[config.mk]
export PLATFORM = sky130hd
export DESIGN_NAME = cascade_pid_controller
export DESIGN_NICKNAME = d
export VERILOG_FILES = /design/src/rtl/core/cpc_pkg.sv /design/src/rtl/core/cpc_serial_mul.sv /design/src/rtl/core/cpc_stage.sv /design/src/rtl/core/cascade_pid_controller.sv
export SDC_FILE = /design/constraint.sdc
export NUM_CORES = 1
export LEC_CHECK = 0
export BUFFER_PORTS_ARGS = -buffer_cell sky130_fd_sc_hd__clkbuf_2
export CAP_MARGIN = 20
export CORE_MARGIN = 2
export CORE_UTILIZATION = 60
export CTS_BUF_LIST = sky130_fd_sc_hd__clkbuf_8
export DETAILED_ROUTE_END_ITERATION = 16
export PLACE_DENSITY_LB_ADDON = 0.3
export SYNTH_ARGS = -nofsm -noshare
export SYNTH_HDL_FRONTEND = slang
export SYNTH_SLANG_ARGS = --single-unit
[constraint.sdc]
create_clock -name clk_i -period 7.7 [get_ports clk_i]
set_input_delay 1.54 -clock clk_i [delete_from_list [all_inputs] [get_ports clk_i]]
set_output_delay 1.54 -clock clk_i [all_outputs]
set_load 0.01 [all_outputs]
[src/rtl/core/cpc_pkg.sv]
// Shared types, widths and codes of the cascade PID controller.
package cpc_pkg;

  localparam int unsigned SAMPLE_W  = 16;
  localparam int unsigned GAIN_W    = 16;
  localparam int unsigned FRAC_W    = 8;
  localparam int unsigned SUM_W     = 32;
  localparam int unsigned ERR_W     = SAMPLE_W + 1;
  localparam int unsigned DERIV_W   = SAMPLE_W + 2;
  localparam int unsigned OPND_W    = SUM_W;
  localparam int unsigned PROD_W    = OPND_W + GAIN_W;
  localparam int unsigned TERM_W    = PROD_W - FRAC_W;
  localparam int unsigned TOTAL_W   = TERM_W + 2;
  localparam int unsigned BITCNT_W  = $clog2(GAIN_W);
  localparam int unsigned NUM_GAINS = 6;
  localparam int unsigned CFG_IDX_W = 3;

  localparam logic [CFG_IDX_W-1:0] CFG_PRIMARY_BASE   = 3'd0;
  localparam logic [CFG_IDX_W-1:0] CFG_SECONDARY_BASE = 3'd3;

  localparam logic [1:0] TERM_P = 2'd0;
  localparam logic [1:0] TERM_I = 2'd1;
  localparam logic [1:0] TERM_D = 2'd2;

  localparam logic signed [SUM_W-1:0] SUM_MAX = {1'b0, {(SUM_W-1){1'b1}}};
  localparam logic signed [SUM_W-1:0] SUM_MIN = {1'b1, {(SUM_W-1){1'b0}}};

  localparam logic signed [TOTAL_W-1:0] TOTAL_SMAX =
    {{(TOTAL_W-SAMPLE_W+1){1'b0}}, {(SAMPLE_W-1){1'b1}}};
  localparam logic signed [TOTAL_W-1:0] TOTAL_SMIN =
    {{(TOTAL_W-SAMPLE_W+1){1'b1}}, {(SAMPLE_W-1){1'b0}}};

  typedef struct packed {
    logic signed [SAMPLE_W-1:0] primary_target;
    logic signed [SAMPLE_W-1:0] secondary_target;
    logic signed [SAMPLE_W-1:0] measurement;
  } cpc_in_t;

  typedef struct packed {
    logic signed [SAMPLE_W-1:0] drive;
    logic signed [SAMPLE_W-1:0] inner_result;
  } cpc_out_t;

  typedef enum logic [5:0] {
    S_IDLE  = 6'b000001,
    S_ERR   = 6'b000010,
    S_START = 6'b000100,
    S_MUL   = 6'b001000,
    S_SAT   = 6'b010000,
    S_OUT   = 6'b100000
  } cpc_state_e;

endpackage

[src/rtl/core/cpc_serial_mul.sv]
// Bit-serial signed multiplier: one gain bit per cycle, shift-add into a split accumulator.
module cpc_serial_mul (
  input  logic                                 clk_i,
  input  logic                                 rst_ni,
  input  logic                                 start_i,
  input  logic signed [cpc_pkg::GAIN_W-1:0]    gain_i,
  input  logic signed [cpc_pkg::OPND_W-1:0]    opnd_i,
  output logic                                 done_o,
  output logic signed [cpc_pkg::PROD_W-1:0]    prod_o
);
  import cpc_pkg::*;

  localparam int unsigned HI_W = OPND_W + 2;

  logic                  busy_q, busy_d;
  logic                  done_q, done_d;
  logic [BITCNT_W-1:0]   cnt_q, cnt_d;
  logic [GAIN_W-1:0]     gain_q, gain_d;
  logic [OPND_W-1:0]     opnd_q, opnd_d;
  logic [HI_W-1:0]       hi_q, hi_d;
  logic [GAIN_W-1:0]     lo_q, lo_d;
  logic [HI_W-1:0]       opnd_ext;
  logic [HI_W-1:0]       sum;
  logic                  last_bit;

  assign opnd_ext = {{(HI_W-OPND_W){opnd_q[OPND_W-1]}}, opnd_q};
  assign last_bit = (cnt_q == BITCNT_W'(GAIN_W - 1));

  always_comb begin
    busy_d = busy_q;
    done_d = 1'b0;
    cnt_d  = cnt_q;
    gain_d = gain_q;
    opnd_d = opnd_q;
    hi_d   = hi_q;
    lo_d   = lo_q;
    sum    = hi_q;
    if (gain_q[0]) begin
      sum = last_bit ? (hi_q - opnd_ext) : (hi_q + opnd_ext);
    end
    if (start_i) begin
      busy_d = 1'b1;
      cnt_d  = '0;
      gain_d = gain_i;
      opnd_d = opnd_i;
      hi_d   = '0;
      lo_d   = '0;
    end else if (busy_q) begin
      hi_d   = {sum[HI_W-1], sum[HI_W-1:1]};
      lo_d   = {sum[0], lo_q[GAIN_W-1:1]};
      gain_d = {1'b0, gain_q[GAIN_W-1:1]};
      cnt_d  = cnt_q + BITCNT_W'(1);
      if (last_bit) begin
        busy_d = 1'b0;
        done_d = 1'b1;
      end
    end
  end

  always_ff @(posedge clk_i or negedge rst_ni) begin
    if (!rst_ni) begin
      busy_q <= 1'b0;
      done_q <= 1'b0;
      cnt_q  <= '0;
    end else begin
      busy_q <= busy_d;
      done_q <= done_d;
      cnt_q  <= cnt_d;
    end
  end

  always_ff @(posedge clk_i) begin
    gain_q <= gain_d;
    opnd_q <= opnd_d;
    hi_q   <= hi_d;
    lo_q   <= lo_d;
  end

  assign done_o = done_q;
  assign prod_o = $signed({hi_q[OPND_W-1:0], lo_q});

endmodule

[src/rtl/core/cpc_stage.sv]
// PID stage state: error, saturating error sum, last error and derivative.
module cpc_stage (
  input  logic                                 clk_i,
  input  logic                                 rst_ni,
  input  logic                                 load_i,
  input  logic signed [cpc_pkg::SAMPLE_W-1:0]  target_i,
  input  logic signed [cpc_pkg::SAMPLE_W-1:0]  actual_i,
  output logic signed [cpc_pkg::ERR_W-1:0]     err_o,
  output logic signed [cpc_pkg::SUM_W-1:0]     sum_o,
  output logic signed [cpc_pkg::DERIV_W-1:0]   deriv_o
);
  import cpc_pkg::*;

  logic [ERR_W-1:0]   err;
  logic [SUM_W:0]     sum_wide;
  logic [SUM_W-1:0]   sum_q, sum_d;
  logic [ERR_W-1:0]   last_q;
  logic [DERIV_W-1:0] deriv_q, deriv_d;

  assign err = {target_i[SAMPLE_W-1], target_i} - {actual_i[SAMPLE_W-1], actual_i};
  assign sum_wide = {sum_q[SUM_W-1], sum_q} + {{(SUM_W+1-ERR_W){err[ERR_W-1]}}, err};
  assign deriv_d  = {err[ERR_W-1], err} - {last_q[ERR_W-1], last_q};

  always_comb begin
    if (sum_wide[SUM_W] != sum_wide[SUM_W-1]) begin
      sum_d = sum_wide[SUM_W] ? SUM_MIN : SUM_MAX;
    end else begin
      sum_d = sum_wide[SUM_W-1:0];
    end
  end

  always_ff @(posedge clk_i or negedge rst_ni) begin
    if (!rst_ni) begin
      sum_q   <= '0;
      last_q  <= '0;
      deriv_q <= '0;
    end else if (load_i) begin
      sum_q   <= sum_d;
      last_q  <= err;
      deriv_q <= deriv_d;
    end
  end

  assign err_o   = $signed(last_q);
  assign sum_o   = $signed(sum_q);
  assign deriv_o = $signed(deriv_q);

endmodule

[src/rtl/core/cascade_pid_controller.sv]
// Top level of the cascade PID controller: gains, sequencer, accumulation and output register.
// Requests are taken only in S_IDLE; in_stall_o holds new requests off until the result is issued.
// Each stage runs three bit-serial multiplies (P, I and D terms: start, one shift per gain bit,
// done) in turn on the shared multiplier.
// A finished result waits in the output register while the next request runs.
// Reset clears gains, error sums and last errors to zero.
module cascade_pid_controller (
  input  logic                              clk_i,
  input  logic                              rst_ni,
  input  logic                              in_valid_i,
  output logic                              in_stall_o,
  input  cpc_pkg::cpc_in_t                  in_req_i,
  output logic                              out_valid_o,
  input  logic                              out_stall_i,
  output cpc_pkg::cpc_out_t                 out_req_o,
  input  logic                              cfg_we_i,
  input  logic [cpc_pkg::CFG_IDX_W-1:0]     cfg_idx_i,
  input  logic [cpc_pkg::GAIN_W-1:0]        cfg_wdata_i
);
  import cpc_pkg::*;

  cpc_state_e           state_q, state_d;
  logic                 stage_q, stage_d;
  logic [1:0]           term_q, term_d;
  logic [GAIN_W-1:0]    gain_q [NUM_GAINS];
  cpc_in_t              req_q;
  logic [SAMPLE_W-1:0]  inner_q;
  logic [SAMPLE_W-1:0]  drive_q;
  logic [TOTAL_W-1:0]   total_q, total_d;
  logic                 out_valid_q, out_valid_d;
  cpc_out_t             out_q;
  logic                 in_acc;
  logic                 load1, load2;
  logic                 mul_start, mul_done;
  logic [CFG_IDX_W-1:0] gain_idx;
  logic signed [OPND_W-1:0]  opnd;
  logic signed [PROD_W-1:0]  prod;
  logic signed [ERR_W-1:0]   err1, err2, err_sel;
  logic signed [SUM_W-1:0]   sum1, sum2, sum_sel;
  logic signed [DERIV_W-1:0] deriv1, deriv2, deriv_sel;
  logic [SAMPLE_W-1:0]  sat;

  assign in_stall_o = (state_q != S_IDLE);
  assign in_acc     = in_valid_i && !in_stall_o;
  assign load1      = (state_q == S_ERR) && !stage_q;
  assign load2      = (state_q == S_ERR) && stage_q;
  assign mul_start  = (state_q == S_START);

  cpc_stage u_stage1 (
    .clk_i    (clk_i),
    .rst_ni   (rst_ni),
    .load_i   (load1),
    .target_i (req_q.primary_target),
    .actual_i (req_q.measurement),
    .err_o    (err1),
    .sum_o    (sum1),
    .deriv_o  (deriv1)
  );

  cpc_stage u_stage2 (
    .clk_i    (clk_i),
    .rst_ni   (rst_ni),
    .load_i   (load2),
    .target_i (req_q.secondary_target),
    .actual_i ($signed(inner_q)),
    .err_o    (err2),
    .sum_o    (sum2),
    .deriv_o  (deriv2)
  );

  assign err_sel   = stage_q ? err2 : err1;
  assign sum_sel   = stage_q ? sum2 : sum1;
  assign deriv_sel = stage_q ? deriv2 : deriv1;
  assign gain_idx  = (stage_q ? CFG_SECONDARY_BASE : CFG_PRIMARY_BASE)
                     + {{(CFG_IDX_W-2){1'b0}}, term_q};

  always_comb begin
    case (term_q)
      TERM_P:  opnd = {{(OPND_W-ERR_W){err_sel[ERR_W-1]}}, err_sel};
      TERM_I:  opnd = sum_sel;
      default: opnd = {{(OPND_W-DERIV_W){deriv_sel[DERIV_W-1]}}, deriv_sel};
    endcase
  end

  cpc_serial_mul u_mul (
    .clk_i   (clk_i),
    .rst_ni  (rst_ni),
    .start_i (mul_start),
    .gain_i  ($signed(gain_q[gain_idx])),
    .opnd_i  (opnd),
    .done_o  (mul_done),
    .prod_o  (prod)
  );

  always_comb begin
    if ($signed(total_q) > TOTAL_SMAX) begin
      sat = TOTAL_SMAX[SAMPLE_W-1:0];
    end else if ($signed(total_q) < TOTAL_SMIN) begin
      sat = TOTAL_SMIN[SAMPLE_W-1:0];
    end else begin
      sat = total_q[SAMPLE_W-1:0];
    end
  end

  always_comb begin
    state_d     = state_q;
    stage_d     = stage_q;
    term_d      = term_q;
    total_d     = total_q;
    out_valid_d = out_valid_q;
    if (out_valid_q && !out_stall_i) begin
      out_valid_d = 1'b0;
    end
    unique case (state_q)
      S_IDLE: begin
        if (in_acc) begin
          stage_d = 1'b0;
          state_d = S_ERR;
        end
      end
      S_ERR: begin
        term_d  = TERM_P;
        total_d = '0;
        state_d = S_START;
      end
      S_START: begin
        state_d = S_MUL;
      end
      S_MUL: begin
        if (mul_done) begin
          total_d = total_q + {{(TOTAL_W-TERM_W){prod[PROD_W-1]}}, prod[PROD_W-1:FRAC_W]};
          term_d  = term_q + 2'd1;
          state_d = (term_q == TERM_D) ? S_SAT : S_START;
        end
      end
      S_SAT: begin
        if (!stage_q) begin
          stage_d = 1'b1;
          state_d = S_ERR;
        end else begin
          state_d = S_OUT;
        end
      end
      S_OUT: begin
        if (!out_valid_q || !out_stall_i) begin
          out_valid_d = 1'b1;
          state_d     = S_IDLE;
        end
      end
      default: state_d = S_IDLE;
    endcase
  end

  always_ff @(posedge clk_i or negedge rst_ni) begin
    if (!rst_ni) begin
      state_q     <= S_IDLE;
      stage_q     <= 1'b0;
      term_q      <= TERM_P;
      out_valid_q <= 1'b0;
      for (int i = 0; i < NUM_GAINS; i++) begin
        gain_q[i] <= '0;
      end
    end else begin
      state_q     <= state_d;
      stage_q     <= stage_d;
      term_q      <= term_d;
      out_valid_q <= out_valid_d;
      if (cfg_we_i && (cfg_idx_i < CFG_IDX_W'(NUM_GAINS))) begin
        gain_q[cfg_idx_i] <= cfg_wdata_i;
      end
    end
  end

  always_ff @(posedge clk_i) begin
    total_q <= total_d;
    if (in_acc) begin
      req_q <= in_req_i;
    end
    if (state_q == S_SAT) begin
      if (!stage_q) begin
        inner_q <= sat;
      end else begin
        drive_q <= sat;
      end
    end
    if ((state_q == S_OUT) && (!out_valid_q || !out_stall_i)) begin
      out_q.drive        <= $signed(drive_q);
      out_q.inner_result <= $signed(inner_q);
    end
  end

  assign out_valid_o = out_valid_q;
  assign out_req_o   = out_q;

  a_busy_after_accept : assert property (@(posedge clk_i) disable iff (!rst_ni)
    in_acc |=> in_stall_o)
    else $error("request accepted but block not busy");

  a_done_in_mul : assert property (@(posedge clk_i) disable iff (!rst_ni)
    mul_done |-> (state_q == S_MUL))
    else $error("multiplier finished outside its wait state");

  a_result_from_out : assert property (@(posedge clk_i) disable iff (!rst_ni)
    $rose(out_valid_o) |-> $past(state_q == S_OUT))
    else $error("result raised outside the output state");

  a_second_stage_sat : assert property (@(posedge clk_i) disable iff (!rst_ni)
    (state_q == S_OUT) |-> stage_q)
    else $error("output reached before second stage");

endmodule
==> flow_metrics.py, run 1 <==
metrics = {
    "sta": {
        "tns_ns": 0,
        "setup_viol": 0,
        "maxSlewHeadroom": 0.2810,
        "timing.final.crit_share": 0.8581,
        "drv_slew": 0,
        "max_freq_mhz": 151.3,
        "period_minus_slack_ns": 6.608,
        "fin_skew_ns": 0.04604,
        "rsz0062_at_grt": "false",
        "tightest_slew_ns": 1.077,
        "hold_viol": 0,
    },
    "floorplanning": {
        "die_h_um": 229.3,
        "fp-row-count": 82,
        "core_um2": 50170,
        "start_util": 0.6070,
        "die_w_um": 229.3,
        "io_pins": 106,
        "dieArea_um2": 52570,
    },
    "final_layout": {
        "drive_above_1_share": 0.1377,
        "area_delta_synth_final_pct": 9.742,
        "nets": 3496,
        "final_util": 0.6661,
        "fin_area_um2": 33420,
    },
    "place": {
        "dp_hpwl_um": 53960,
        "dpl-instance-area_um2": 31630,
        "gp_congestion": 0.9191,
        "port_buffers": 105,
    },
    "critical_path": {
        "required_ns": 8.30,
        "cp-end-kind": "flop",
        "r2r_slack_ns": 1.09,
        "crit_type": "flop to flop",
        "critPathLaunchType": "flop",
        "arrival_ns": 7.21,
        "reg2regPathDepth": 25,
        "critPathMaxFanout": 18,
    },
    "power_and_ir_drop": {
        "ir_worst_vdd_mv": 0.3695,
        "p_per_area_nw_per_um2": 421.9,
        "power.leakage_uw": 0.01458,
    },
    "global_routing": {
        "use_met1": 0.3836,
        "grt_max_degree": 159,
        "grt_pass1_vias": 23999,
        "grt_pass1_wl_um": 122200,
        "grt_usage": 0.2870,
        "busiest_layer": "met2",
        "use_met3": 0.04233,
        "grt_overflow_total": 0,
        "antenna_found_initial": 2,
        "use_met2": 0.4661,
    },
    "logic_synthesis": {
        "synth_ff_type": "dfrtp_1",
        "syn_inst": 3117,
        "syn_area_um2": 30450,
        "synth_edf_count": 202,
        "synth-seq-cells": 489,
        "synth.yosys.seq_area_share": 0.4283,
        "async_flop_share": 0.5031,
        "syn_nets": 3408,
        "yosysUniqueCellTypes": 86,
        "avgSynthCellArea_um2": 9.770,
        "yosys_warnings": 0,
    },
    "cts": {
        "clock_latency_ns": 0.71,
        "ctsHtreeMaxLevel": 3,
        "cts_hold_buf": 0,
        "postCtsSetupRepairBufs": 0,
        "clock_sinks": 489,
        "cts_buffer_depth": 3,
        "tritoncts": "done",
        "post_cts_resize_count": 0,
        "clock-root-buffer": "clkbuf_8",
        "cts-buffers-inserted": 85,
        "clk_pin_slew_ns": 0.06,
    },
    "drt": {
        "initialDrtViolationCount": 1777,
        "routed_wl_um": 75770,
        "drtAntennaViolNets": 0,
        "wl_per_cell_um": 19.19,
        "drt-pass1-iter-count": 5,
        "drc_errors": 0,
        "vias": 24182,
        "via_per_inst": 6.124,
    },
    "min_path": {
        "hold_path_depth": 0,
        "hold_path.class": "flop to flop",
    },
    "run": {
        "drv_cap": 0,
    },
    "run_status": {
        "status": "complete, no violations",
    },
}
[per-layer routing]
metal / wire length (µm) / vias to the layer above
met4: 2585 / 2
li1: - / 11582
met2: 36010 / 803
met5: 10 / -
met1: 32860 / 11637
met3: 4302 / 158
[state kept, by name, summed over array words and instances, names as in the netlist, 2 cells and up]
signal and flops:
u_mul.cnt_q 4, req_q 48, drive_q 16, total_q 42, u_stage2.err_o 17, u_stage1.sum_o 32, gain_q 96, u_mul.lo_q 8
state_q 6, u_stage2.sum_o 32, u_stage1.deriv_o 18, u_stage2.deriv_o 18, u_mul.opnd_q 32, term_q 2, u_stage1.err_o 17, u_mul.gain_q 16
inner_q 16, u_mul.hi_q 33, out_req_o 32
[power breakdown]
part	switching, µW	internal [µW]	total [µW]
registers	514	3450	3960
clock network	1120	1280	2400
logic	4560	3170	7730
[path summary, 6_finish.rpt]
path                                       to        start
min reg2reg                     out_req_o[29]  drive_q[13]
max                        u_stage1.sum_o[20]    req_q[32]
min in group asynchronous          gain_q[84]       rst_ni
min                             out_req_o[29]  drive_q[13]
max in group asynchronous             stage_q       rst_ni
max reg2reg                u_stage1.sum_o[20]    req_q[32]
[per-stage QoR]
| stage | total power, µW | instances | worst slack, ns | hold slack, ns |
|---|---|---|---|---|
| 6_report | 14100 | 3949 | 1.092 | 0.4177 |
| 5_1_grt | 15180 | 3949 | 0.3850 | 0.4236 |
| 4_1_cts | 14030 | 3945 | 1.089 | 0.4145 |
| 3_5_place_dp | 11560 | 3787 | 1.163 | 0.4045 |
| 3_3_place_gp | 11280 | 3786 | 1.260 | 0.4014 |
| 2_1_floorplan | 9781 | 3117 | 2.049 | 0.4003 |
[cell families after synthesis]
group / after synthesis / synth area share
adders and majority gates: 226 / 0.09450
AOI/OAI and AO/OA: 903 / 0.1856
and+or+nand+nor: 838 / 0.1258
buffers and inverters: 274 / 0.03431
xor gates and xnor gates: 195 / 0.05609
muxes: 192 / 0.07536
DFF: 489 / 0.4283
[area by class of cell]
type / instances / area [µm²]
Antenna cell: 1 / 2.502
Inverter: 140 / 525.5
Multi-Input combinational cell: 2354 / 16460
Tap cell: 672 / 840.8
Timing Repair Buffer: 135 / 800.8
Fill cell: 3821 / 16750
Clock inverter: 60 / 389.1
Clock buffer: 98 / 1349
Sequential cell: 489 / 13050
[cells in the final DEF (no fill, tap or decap), drive strengths merged, types with 18 or more instances in the layout]
master	netlist	layout
a211oi	53	53
a21o	104	104
a21oi	237	237
a221oi	21	21
a22oi	20	20
a31oi	41	41
and2	18	18
and3	23	23
buf	20	31
clkbuf	114	202
dfrtp	245	245
dfxtp	41	41
edfxtp	202	202
ha	210	210
inv	138	183
mux2	138	138
mux2i	38	38
nand2	298	298
nand2b	23	23
nand3	36	36
nand4	38	38
nor2	257	257
nor2b	27	27
nor3	46	46
o21a	21	21
o21ai	258	258
o21bai	26	26
o31ai	20	20
xnor2	112	112
xor2	83	83
[cells in the mapped netlist (16+ instances only)]
cell type    n  share of area
a211oi_1    53          0.013
o21bai_1    26         0.0064
o31ai_1     19         0.0047
dfxtp_1     41          0.027
nor3_1      46         0.0076
edfxtp_1   202           0.20
nand3_1     35         0.0058
mux4_2      16          0.012
mux2_2     137          0.051
a22oi_1     20         0.0049
nand2b_1    23         0.0047
o21a_1      21         0.0052
ha_1       210          0.086
dfrtp_1    245           0.20
nand2_1    298          0.037
inv_1      138          0.017
a22o_1      16         0.0046
a221oi_1    21         0.0060
nand4_1     38         0.0078
xor2_1      83          0.024
xnor2_1    112          0.032
and3_1      23         0.0047
nor2b_1     27         0.0055
o21ai_1     61          0.010
a21o_1     104          0.026
o21ai_0    197          0.032
mux2i_1     38          0.012
a21oi_1    236          0.039
a31oi_1     41         0.0084
clkbuf_1   113          0.014
and2_1      18         0.0037
nor2_1     257          0.032
[worst max-delay path: stages, from the launching register on]
cell and delay [ns]:
edfxtp_1 0.36, inv_1 0.06, ha_1 0.16, inv_1 0.05, fa_1 0.40, a21o_1 0.19
a21oi_1 0.23, o21bai_1 0.12, a2111oi_0 0.58, o41ai_1 0.17, and2_1 0.22, a221oi_1 0.39
o21ai_1 0.10, o21ai_1 0.08, buf_4 0.28, ha_1 0.34, a21oi_1 0.20, o21ai_1 0.12
a221o_1 0.32, a31oi_1 0.23, o21a_1 0.16, a21oi_1 0.08, a311oi_2 0.78, and2_1 0.52
o21ai_0 0.16, o21ai_0 0.16
No activity file was read; power rests on OpenSTA's default activity.
==> inputs of run 2 (changes only) <==
--- a/config.mk
+++ b/config.mk
@@ -8,7 +8,7 @@
 export BUFFER_PORTS_ARGS = -buffer_cell sky130_fd_sc_hd__clkbuf_2
 export CAP_MARGIN = 20
 export CORE_MARGIN = 2
-export CORE_UTILIZATION = 60
+export CORE_UTILIZATION = 58
 export CTS_BUF_LIST = sky130_fd_sc_hd__clkbuf_8
 export DETAILED_ROUTE_END_ITERATION = 16
 export PLACE_DENSITY_LB_ADDON = 0.3
==> constraint.sdc (replaced) <==
create_clock -name clk_i -period 5.6 [get_ports clk_i]
set_input_delay 1.12 -clock clk_i [delete_from_list [all_inputs] [get_ports clk_i]]
set_output_delay 1.12 -clock clk_i [all_outputs]
set_load 0.01 [all_outputs]
==> run 2 against run 1 <==
Net effect:
- clock skew decreased by 0.0023 ns
- non-clock buffer count increased by 41
- sequential share of layout area decreased by 0.74 points
- highest routed layer unchanged
- core utilization decreased by 0.62 points
- sequential power increased by 38%
==> flow_metrics.py, run 2 (same netlist as run 1, synthesis figures left out) <==
metrics = {
    "run_status": {
        "status": "complete, no violations",
    },
    "sta": {
        "timing.final.crit_share": 0.9595,
        "drv_slew": 0,
        "hold_viol": 0,
        "fin_skew_ns": 0.04377,
        "tightest_slew_ns": 1.138,
        "max_freq_mhz": 186.1,
        "setup_viol": 0,
        "period_minus_slack_ns": 5.373,
        "maxSlewHeadroom": 0.2402,
        "timing.hold.ws_ns": 0.4259,
    },
    "cts": {
        "tritoncts": "done",
        "cts-buffers-inserted": 84,
        "clock_latency_ns": 0.69,
        "ctsHtreeMaxLevel": 3,
        "clock_sinks": 489,
        "clock-root-buffer": "clkbuf_8",
        "clk_pin_slew_ns": 0.06,
        "cts_buffer_depth": 3,
    },
    "critical_path": {
        "arrival_ns": 5.91,
        "critPathLaunchType": "flop",
        "cp-end-kind": "flop",
        "critPathMaxFanout": 7,
        "max_stage_delay_ns": 0.36,
        "cp_top_family": "compound AO/OA/AOI/OAI gates",
        "crit_type": "flop to flop",
        "required_ns": 6.13,
        "crit_buf_inv": 5,
        "crit_slowest_cell": "edfxtp_1",
    },
    "floorplanning": {
        "die_w_um": 233.1,
        "io_pins": 106,
        "fp-row-count": 83,
        "start_util": 0.5900,
        "core_um2": 51610,
        "die_h_um": 233.1,
        "dieArea_um2": 54350,
    },
    "place": {
        "dp_cells": 3833,
        "dp_hpwl_um": 55680,
        "gp_congestion": 0.9509,
        "port_buffers": 105,
    },
    "drt": {
        "routed_wl_um": 76730,
        "drc_errors": 0,
        "vias": 24309,
        "drt-pass1-iter-count": 6,
        "wl_per_cell_um": 19.20,
        "via_per_inst": 6.082,
        "drtAntennaViolNets": 0,
        "initialDrtViolationCount": 1652,
    },
    "power_and_ir_drop": {
        "ir_worst_vdd_mv": 0.5149,
        "power.leakage_uw": 0.01485,
        "power_uw": 20000,
        "p_per_area_nw_per_um2": 587.1,
    },
    "global_routing": {
        "grt_overflow_total": 0,
        "grt_pass1_wl_um": 121800,
        "grt_usage": 0.2800,
        "grt_pass1_vias": 23864,
        "antenna_found_initial": 2,
        "grt_max_degree": 112,
    },
    "final_layout": {
        "drive_above_1_share": 0.1586,
        "regMostFlops": "gain_q",
        "area_delta_synth_final_pct": 11.85,
        "layout_common_cells": "295 x nand2_1, 252 x nor2_1, 243 x dfrtp_1",
        "nets": 3536,
        "largest_reg_flops": 96,
        "final_cells": 3997,
        "reg_top3": "gain_q: 96 flops, req_q: 48 flops, total_q: 42 flops",
        "final_util": 0.6599,
        "final_common_cell": "nand2_1",
    },
    "min_path": {
        "hold_path.class": "flop to flop",
    },
    "run": {
        "drv_cap": 0,
    },
}
[run 2: cell count changes in the layout (fill, tap and decap cells not counted), sizes merged]
cell,previous run,this run
buf,31,72
clkbuf,202,203
inv,183,171
clkinvlp,0,2
bufinv,3,8
clkinv,14,17
[run 2: worst paths after layout]
path / startpoint / endpoint / slack (ns) / cells after the start
setup / recovery: req_q[32] / u_stage1.sum_o[25] / 0.23 / 26
hold / removal: drive_q[7] / out_req_o[23] / 0.43 / 0
setup reg to reg: req_q[32] / u_stage1.sum_o[25] / 0.23 / 26
hold reg to reg: drive_q[7] / out_req_o[23] / 0.43 / 0
max in group asynchronous: rst_ni / u_stage1.err_o[1] / 3.98 / 2
min in group asynchronous: rst_ni / gain_q[85] / 0.54 / 1
[run 2: timing repair]
item / CTS / global route
gates resized for setup: 7 / 35
hold buffers: 0 / 0
pin swaps: 1 / 8
buffers inserted: 0 / 4
endpoints found under the setup margin: 32 / 63
[run 2: layer usage]
layer  GRT usage  up-vias  part of all wire
met5           0        -           0.00012
met2      0.4587      748              0.48
met4     0.09176        2             0.029
met3     0.04663      154             0.060
li1            -    11676                 -
met1      0.3795    11729              0.44
[run 2: per-stage QoR]
stage / area, µm² / TNS, ns / setup slack (ns)
floorplan: 30460 / 0 / 0.06140
global placement: 31900 / -0.4420 / -0.06097
detailed placement: 31920 / -4.583 / -0.3040
CTS: 33820 / 0 / 0.009551
global route: 34060 / -0.2445 / -0.05337
finish: 34060 / 0 / 0.2270
[run 2: cell type report]
cell class / count / area, µm²
well taps: 680 / 850.8
repair buffers: 176 / 1104
fillers: 4040 / 17550
inverters: 140 / 525.5
clock buffers: 99 / 1363
flip-flops and latches: 489 / 13050
clock inverters: 58 / 506.7
diodes: 1 / 2.502
multi-input cells: 2354 / 16660
[run 2: power by group]
part / internal (µW) / leakage (µW) / total [µW] / switching (µW)
Clock: 2000 / 0.00106 / 3560 / 1560
Combinational: 4630 / 0.00846 / 11000 / 6360
Sequential: 4740 / 0.00534 / 5450 / 712
Total: 11400 / 0.0148 / 20000 / 8620
